**config.mk**
```make
export PLATFORM = sky130hd
export DESIGN_NAME = flow_table_exact_match_top
export DESIGN_NICKNAME = d
export VERILOG_FILES = /design/src/hdl/fte_pkg.sv /design/src/hdl/fte_table.sv /design/src/hdl/flow_table_exact_match_top.sv
export SDC_FILE = /design/constraint.sdc
export NUM_CORES = 2
export LEC_CHECK = 0
export ABC_AREA = 0
export BUFFER_PORTS_ARGS = -buffer_cell sky130_fd_sc_hd__buf_2
export CAP_MARGIN = 20
export CORE_MARGIN = 10
export CORE_UTILIZATION = 40
export DETAILED_ROUTE_END_ITERATION = 10
export GPL_TIMING_DRIVEN = 0
export HOLD_SLACK_MARGIN = 0.12
export PLACE_DENSITY = 0.54
export SYNTH_ARGS = -nofsm -noshare
export SYNTH_HDL_FRONTEND = slang
export SYNTH_SLANG_ARGS = --single-unit
```
**constraint.sdc**
```tcl
create_clock -name clk -period 24.8 [get_ports clk]
set_clock_uncertainty 0.2 [all_clocks]
set_input_delay 2.48 -clock clk [delete_from_list [all_inputs] [get_ports clk]]
set_output_delay 2.48 -clock clk [all_outputs]
set_load 0.02 [all_outputs]
```
**src/hdl/fte_pkg.sv**
```systemverilog
// Shared types and codes for the exact-match flow table.
package fte_pkg;

  // Width of the slot number carried on the ports.
  localparam int SLOT_W = 4;

  // Stored action codes of a table entry.
  localparam logic [1:0] ACT_FLOOD = 2'd0;
  localparam logic [1:0] ACT_PORT  = 2'd1;
  localparam logic [1:0] ACT_CTRL  = 2'd2;
  localparam logic [1:0] ACT_DROP  = 2'd3;

  // Decision codes of a result.
  localparam logic [2:0] DEC_MISS  = 3'd0;
  localparam logic [2:0] DEC_FLOOD = 3'd1;
  localparam logic [2:0] DEC_PORT  = 3'd2;
  localparam logic [2:0] DEC_CTRL  = 3'd3;
  localparam logic [2:0] DEC_DROP  = 3'd4;
  localparam logic [2:0] DEC_WRITE = 3'd5;

  // Function codes of an input item.
  localparam logic FUNC_LOOKUP = 1'b0;
  localparam logic FUNC_WRITE  = 1'b1;

  // Input item: a packet header for lookup, or an entry to write.
  typedef struct packed {
    logic              func;
    logic [SLOT_W-1:0] entry_index;
    logic [15:0]       eth_type;
    logic [47:0]       mac_src;
    logic [47:0]       mac_dst;
    logic [7:0]        in_port;
    logic [7:0]        l4_proto;
    logic [7:0]        tos_byte;
    logic [31:0]       src_ipv4;
    logic [31:0]       dst_ipv4;
    logic [1:0]        entry_action;
    logic [7:0]        entry_out_port;
  } in_item_t;

  // Result item.
  typedef struct packed {
    logic [2:0]        decision;
    logic [7:0]        out_port;
    logic [SLOT_W-1:0] hit_index;
  } out_item_t;

  // One stored table entry.
  typedef struct packed {
    logic [15:0] eth_type;
    logic [47:0] mac_src;
    logic [47:0] mac_dst;
    logic [7:0]  in_port;
    logic [7:0]  l4_proto;
    logic [7:0]  tos_byte;
    logic [31:0] src_ipv4;
    logic [31:0] dst_ipv4;
    logic [1:0]  action;
    logic [7:0]  out_port;
  } entry_t;

  // Control states of the lookup engine.
  typedef enum logic [1:0] {
    ST_IDLE,
    ST_SCAN,
    ST_HOLD
  } state_t;

endpackage

```
**src/hdl/fte_table.sv**
```systemverilog
// Flow table storage: entry memory with one write and one registered read port.
module fte_table #(
  parameter int DEPTH = 16,
  parameter int AW    = (DEPTH > 1) ? $clog2(DEPTH) : 1
) (
  input  logic            clk,
  input  logic            rst_n,
  input  logic            wr_en,
  input  logic [AW-1:0]   wr_addr,
  input  fte_pkg::entry_t wr_entry,
  input  logic [AW-1:0]   rd_addr,
  output fte_pkg::entry_t rd_entry
);
  import fte_pkg::*;

  entry_t           mem [DEPTH];
  logic [DEPTH-1:0] vld_r;
  entry_t           rd_data_r;
  logic             rd_vld_r;

  // Entry memory: write on request, registered read every cycle.
  always_ff @(posedge clk) begin
    if (wr_en) begin
      mem[wr_addr] <= wr_entry;
    end
    rd_data_r <= mem[rd_addr];
  end

  // Per-entry valid bits model the cleared table after reset.
  always_ff @(posedge clk) begin
    if (!rst_n) begin
      vld_r    <= '0;
      rd_vld_r <= 1'b0;
    end else begin
      if (wr_en) begin
        vld_r[wr_addr] <= 1'b1;
      end
      rd_vld_r <= vld_r[rd_addr];
    end
  end

  // A never-written entry reads as all zero, which marks the end of the table.
  assign rd_entry = rd_vld_r ? rd_data_r : '0;

endmodule

```
**src/hdl/flow_table_exact_match_top.sv**
```systemverilog
// Exact-match flow table: entry writes and sequential lookups over a table memory.
// A write is handled in the idle state; its result is registered at once if the output is free.
// A lookup reads one entry per cycle from the table memory, in order from slot 0,
// until a match, an end-of-table entry or the last slot; no next item is taken
// before it ends. Results wait in a hold register while the output register is full.
// Synchronous active-low reset clears the control state and marks every slot empty.
module flow_table_exact_match_top #(
  parameter int TABLE_DEPTH = 16
) (
  input  logic                clk,
  input  logic                rst_n,
  input  logic                in_valid,
  output logic                in_ready,
  input  fte_pkg::in_item_t   in_data,
  output logic                out_valid,
  input  logic                out_ready,
  output fte_pkg::out_item_t  out_data
);
  import fte_pkg::*;

  localparam int IDX_W = (TABLE_DEPTH > 1) ? $clog2(TABLE_DEPTH) : 1;
  localparam logic [IDX_W-1:0] LAST_IDX = IDX_W'(TABLE_DEPTH - 1);

  state_t           state_r, state_nxt;
  in_item_t         key_r, key_nxt;
  logic [IDX_W-1:0] issue_idx_r, issue_idx_nxt;
  logic             issue_on_r, issue_on_nxt;
  logic [IDX_W-1:0] rd_idx_r;
  logic             rd_ok_r, rd_ok_nxt;
  out_item_t        res_r, res_nxt;
  out_item_t        out_r, out_nxt;
  logic             out_valid_r, out_valid_nxt;

  logic             in_fire;
  logic             out_free;
  logic             wr_en;
  entry_t           wr_entry;
  entry_t           rd_entry;
  logic             ent_stop;
  logic             ent_match;
  logic             scan_hit;
  logic             scan_miss;
  logic             scan_done;
  out_item_t        hit_res;
  out_item_t        scan_res;
  out_item_t        wr_res;

  // Handshake.
  assign in_ready  = (state_r == ST_IDLE);
  assign in_fire   = in_valid && in_ready;
  assign out_free  = !out_valid_r || out_ready;
  assign out_valid = out_valid_r;
  assign out_data  = out_r;

  // Table write on the transfer of a write item; slots beyond the table are ignored.
  assign wr_en = in_fire && (in_data.func == FUNC_WRITE) &&
                 (32'(in_data.entry_index) < 32'(TABLE_DEPTH));

  always_comb begin
    wr_entry.eth_type = in_data.eth_type;
    wr_entry.mac_src  = in_data.mac_src;
    wr_entry.mac_dst  = in_data.mac_dst;
    wr_entry.in_port  = in_data.in_port;
    wr_entry.l4_proto = in_data.l4_proto;
    wr_entry.tos_byte = in_data.tos_byte;
    wr_entry.src_ipv4 = in_data.src_ipv4;
    wr_entry.dst_ipv4 = in_data.dst_ipv4;
    wr_entry.action   = in_data.entry_action;
    wr_entry.out_port = in_data.entry_out_port;
  end

  fte_table #(
    .DEPTH (TABLE_DEPTH),
    .AW    (IDX_W)
  ) u_table (
    .clk      (clk),
    .rst_n    (rst_n),
    .wr_en    (wr_en),
    .wr_addr  (IDX_W'(in_data.entry_index)),
    .wr_entry (wr_entry),
    .rd_addr  (issue_idx_r),
    .rd_entry (rd_entry)
  );

  // Compare the entry returned by the memory against the held packet header.
  always_comb begin
    ent_stop  = (rd_entry.eth_type == '0) || (rd_entry.src_ipv4[31:24] == '0);
    ent_match = (rd_entry.eth_type == key_r.eth_type) &&
                (rd_entry.mac_src  == key_r.mac_src)  &&
                (rd_entry.mac_dst  == key_r.mac_dst)  &&
                (rd_entry.in_port  == key_r.in_port)  &&
                (rd_entry.l4_proto == key_r.l4_proto) &&
                (rd_entry.tos_byte == key_r.tos_byte) &&
                (rd_entry.src_ipv4 == key_r.src_ipv4) &&
                (rd_entry.dst_ipv4 == key_r.dst_ipv4);
    scan_hit  = (state_r == ST_SCAN) && rd_ok_r && !ent_stop && ent_match;
    scan_miss = (state_r == ST_SCAN) && rd_ok_r &&
                (ent_stop || (!ent_match && (rd_idx_r == LAST_IDX)));
    scan_done = scan_hit || scan_miss;
  end

  // Build the candidate results.
  always_comb begin
    case (rd_entry.action)
      ACT_FLOOD: hit_res.decision = DEC_FLOOD;
      ACT_PORT:  hit_res.decision = DEC_PORT;
      ACT_CTRL:  hit_res.decision = DEC_CTRL;
      default:   hit_res.decision = DEC_DROP;
    endcase
    hit_res.out_port  = (rd_entry.action == ACT_PORT) ? rd_entry.out_port : '0;
    hit_res.hit_index = SLOT_W'(rd_idx_r);

    if (scan_hit) begin
      scan_res = hit_res;
    end else begin
      scan_res          = '0;
      scan_res.decision = DEC_MISS;
    end

    wr_res.decision  = DEC_WRITE;
    wr_res.out_port  = '0;
    wr_res.hit_index = in_data.entry_index;
  end

  // Next-state logic.
  always_comb begin
    state_nxt = state_r;
    unique case (state_r)
      ST_IDLE: begin
        if (in_fire) begin
          if (in_data.func == FUNC_WRITE) begin
            state_nxt = out_free ? ST_IDLE : ST_HOLD;
          end else begin
            state_nxt = ST_SCAN;
          end
        end
      end
      ST_SCAN: begin
        if (scan_done) begin
          state_nxt = out_free ? ST_IDLE : ST_HOLD;
        end
      end
      ST_HOLD: begin
        if (out_free) begin
          state_nxt = ST_IDLE;
        end
      end
      default: state_nxt = ST_IDLE;
    endcase
  end

  // Datapath and output-register control.
  always_comb begin
    key_nxt       = key_r;
    issue_idx_nxt = issue_idx_r;
    issue_on_nxt  = issue_on_r;
    rd_ok_nxt     = (state_r == ST_SCAN) && issue_on_r && !scan_done;
    res_nxt       = res_r;
    out_nxt       = out_r;
    out_valid_nxt = out_valid_r && !out_ready;

    unique case (state_r)
      ST_IDLE: begin
        if (in_fire) begin
          if (in_data.func == FUNC_WRITE) begin
            if (out_free) begin
              out_nxt       = wr_res;
              out_valid_nxt = 1'b1;
            end else begin
              res_nxt = wr_res;
            end
          end else begin
            key_nxt       = in_data;
            issue_idx_nxt = '0;
            issue_on_nxt  = 1'b1;
          end
        end
      end
      ST_SCAN: begin
        // Issue the next slot read until the end of the table or the end of the scan.
        if (issue_on_r) begin
          if (issue_idx_r == LAST_IDX) begin
            issue_on_nxt = 1'b0;
          end else begin
            issue_idx_nxt = issue_idx_r + IDX_W'(1);
          end
        end
        if (scan_done) begin
          issue_on_nxt = 1'b0;
          if (out_free) begin
            out_nxt       = scan_res;
            out_valid_nxt = 1'b1;
          end else begin
            res_nxt = scan_res;
          end
        end
      end
      ST_HOLD: begin
        if (out_free) begin
          out_nxt       = res_r;
          out_valid_nxt = 1'b1;
        end
      end
      default: begin
        issue_on_nxt = 1'b0;
      end
    endcase
  end

  // Control registers.
  always_ff @(posedge clk) begin
    if (!rst_n) begin
      state_r     <= ST_IDLE;
      issue_on_r  <= 1'b0;
      rd_ok_r     <= 1'b0;
      out_valid_r <= 1'b0;
    end else begin
      state_r     <= state_nxt;
      issue_on_r  <= issue_on_nxt;
      rd_ok_r     <= rd_ok_nxt;
      out_valid_r <= out_valid_nxt;
    end
  end

  // Payload registers.
  always_ff @(posedge clk) begin
    key_r       <= key_nxt;
    issue_idx_r <= issue_idx_nxt;
    rd_idx_r    <= issue_idx_r;
    res_r       <= res_nxt;
    out_r       <= out_nxt;
  end

endmodule

```
==> flow_summary.json <==
{
  "result_of_the_run": "finished, final reports clean",
  "crit_arrival_ns": 8.06,
  "max_cap_viols": 0,
  "m1WireLength_um": 171000,
  "cts-hold-fix-buffers": 0,
  "power.density_cell_area_mw_per_mm2": 87.1,
  "critical-path-slowest-cell": "o32ai_1",
  "mappedNetlistArea_mm2": 0.143,
  "cp_max_fo": 10,
  "hold_end": "rd_idx_r[2]",
  "synthToLayoutAreaGrowth_pct": 19.2,
  "die_height_um": 618,
  "layout-drive-gt1-share_pct": 32.2,
  "layout.nets": 7335,
  "drt_pass_1_iters": 6,
  "ys_top_cells_by_area": "edfxtp_1 (75%), mux4_2 (17%), dfxtp_1 (3.3%)",
  "leakage_nw": 53.7,
  "maxUsedRoutingLayer": "met5",
  "post_synth_xor_area_fraction_pct": 0.349,
  "grt_first_pass_wirelength_um": 598000,
  "cts.reportedPaths.clkPinSlew_ns": 0.06,
  "worst_pin_slew_ns": 1.26,
  "track_usage_pct": 22.7,
  "setup_viol": 0,
  "flop2flop_setup_slack_ns": 17.19,
  "timing_hold_violations_final": 0,
  "vias_in_the_first_global_route": 70678,
  "cts_setup_buffers": 0,
  "ios": 236,
  "final-seq-area_mm2": 0.113,
  "tritoncts.num_buffers": 396,
  "synth-compound-area-share_pct": 1.38,
  "mean_instance_size_in_the_synthesized_netlist_um2": 23.7,
  "clock_sinks": 3830,
  "layout_worst_path_cycle_share_pct": 30.7,
  "vias_per_cell": 5.79,
  "min_from": "issue_idx_r[2]",
  "setup.worst_path.start_class": "flip-flop",
  "vias": 70977,
  "synth_flop_cell": "edfxtp_1",
  "fillerInstances": 28818,
  "crit_path_max_incr_delay_ns": 0.91,
  "post_cts_resized": 0,
  "synth.largest_area_cell": "edfxtp_1",
  "die_width_um": 618,
  "drt_drc_violations_left": 0,
  "final_core_utilization_pct": 47.9,
  "post-dp-hpwl_um": 316000,
  "postSynthNetCount": 6270,
  "wl_per_cell_um": 36.0,
  "routed-wl-met3_um": 35900,
  "worst_r2r_path_depth": 11,
  "critical_path.endpoint_type": "flip-flop",
  "cts.htree.levels": 5,
  "synth_top_area_share_pct": 75.5,
  "die_area_mm2": 0.382,
  "timing.fmax_ghz": 0.131,
  "ys_seq_elements": 3830,
  "port_buffers": 234,
  "tritoncts": "done",
  "share_of_synthesized_area_occupied_by_flip_flops_and_latches_pct": 78.8,
  "worstReg2RegEnd": "out_data[14]",
  "synth_simple_gate_area_share_pct": 1.89,
  "route.antenna.remaining_nets": 0,
  "grt_antenna_before_repair": 150,
  "synth.yosys.warnings": 0,
  "final_max_slew_viol_count": 0,
  "detail_route.iter0.violations": 8779,
  "critPathMostFrequentCell": "buf_2",
  "synthMostInstantiatedCell": "edfxtp_1",
  "timing.rr.start": "u_table.rd_vld_r",
  "setup_repair_after_global_routing_missed_its_margin": "no",
  "peakVddDrop_uv": 57.7,
  "netlist_top_cells_count": "edfxtp_1 (3,594), mux4_2 (1,055), dfxtp_1 (236), clkbuf_1 (187), nor2_1 (89)",
  "synthesis.instances": 6044,
  "cts-root-to-sink-buffers": 4,
  "crit_required_ns": 25.25,
  "finalHoldWorstSlack_ns": 0.180,
  "yosys.cell_types.count": 70,
  "fin_setup_tns_ns": 0,
  "drt-total-wl_um": 441000,
  "grt_start_max_net_pins": 24,
  "fp-row-count": 219,
  "wl_met2_um": 215000,
  "cts.root.buffer_cell": "clkbuf_16",
  "area_occupied_by_multi_input_gates_mm2": 0.0292,
  "synth.area.mux_share_pct": 16.6,
  "hold_path_class": "flip-flop to flip-flop",
  "insertion_delay_ns": 1.00,
  "gp_congestion": 0.925,
  "synth-async-reset-ratio_pct": 0,
  "path_cells": "inv_2 > buf_2 > buf_2 > buf_2 > nor2_1 > o32ai_1 > nand4_1 > nor4_4 > a21oi_2 > nor4_2 > buf_4",
  "post-route-min-period_ns": 7.61,
  "placement.setup.worst_slack_ns": 17.39,
  "timing.max_slew.rel_slack_pct": 15.9,
  "timing.setup.critical_path_class": "flip-flop to flip-flop",
  "synth_fa_ha_area_share_pct": 0.0612,
  "floorplan.initialDensity_pct": 40.2,
  "dominant_combinational_cell_family_by_area_after_synthesis": "multiplexers",
  "synth_enable_flop_cells": 3594,
  "setup_slack_ns": 17.19,
  "grt_overflow": 0,
  "core_mm2": 0.356,
  "hold_depth": 0
}
## layer usage
metal	up-vias	track usage [%]
met5	-	0
met4	66	8.95
met3	839	4.80
met2	3179	37.1
met1	38707	29.9
li1	28186	-
## power by group
| group | switching (mW) | leakage, nW | internal, mW |
|---|---|---|---|
| sequential | 0.220 | 34.4 | 7.23 |
| combinational | 0.777 | 12.8 | 0.623 |
| clock | 2.53 | 6.43 | 3.47 |
| total | 3.53 | 53.7 | 11.3 |
## layout make-up
class | count | share of cell area (%)
antenna | 56 | 0.0822
buffer | 265 | 0.625
clock buffer | 527 | 6.40
clock inverter | 215 | 1.34
inverter | 79 | 0.174
multi-input combinational | 1870 | 17.1
sequential | 3830 | 66.1
tap | 4751 | 3.49
timing repair buffer | 667 | 4.71
## cell usage in the layout, fill, tap and decap left out, types with 56 or more instances in the layout
cell type / count
edfxtp_1: 3594
mux4_2: 1055
clkbuf_16: 401
clkbuf_1: 252
buf_2: 240
dfxtp_1: 236
buf_6: 146
buf_12: 132
buf_8: 108
clkinv_2: 81
inv_1: 78
nor2_1: 77
buf_1: 67
nor2b_1: 66
o21ai_0: 59
diode_2: 56
## stage by stage
stage | cell area (um^2) | instances | total power [mW]
floorplan | 143000 | 6044 | 8.22
global placement | 150000 | 11029 | 8.93
detailed placement | 157000 | 11441 | 8.97
CTS | 170000 | 12183 | 14.9
global route | 170000 | 12240 | 15.3
finish | 170000 | 12260 | 14.9
## sequential cells by signal, summed over array words and instances, names as in the netlist
signal             flops
state_r                2
res_r                 15
rd_ok_r                1
u_table.rd_data_r    210
key_r                200
u_table.mem         3360
out_valid              1
out_data              15
u_table.rd_vld_r       1
issue_idx_r            4
u_table.vld_r         16
issue_on_r             1
rd_idx_r               4
## logic make-up (layout without fill, tap and decap cells)
| family | count (synthesis) | after routing |
|---|---|---|
| flops | 3830 | 3830 |
| simple gates | 465 | 465 |
| mux | 1055 | 1055 |
| compound gates | 286 | 286 |
| other cells | 0 | 56 |
| fa+ha+maj | 7 | 7 |
| buf+inv | 344 | 1753 |
| xor+xnor | 57 | 57 |
## critical path, delay by kind of cell (launching register included)
kind	cells	cell delay, ns
buf+inv	5	3.13
simple gates	4	2.08
compound gates	2	1.13
flops	1	0.65
## how the worst max path moves through the flow
stage / to / from / cells after the start
after floorplan: u_table.mem[8][0] / in_data[214] / 4
after global placement: u_table.mem[0][115] / in_data[214] / 5
after detailed placement: out_data[11] / u_table.rd_vld_r / 12
after CTS: out_data[14] / u_table.rd_vld_r / 12
after global routing: out_data[12] / u_table.rd_vld_r / 12
final: out_data[14] / u_table.rd_vld_r / 11
Power figures use the tool's default switching activity.
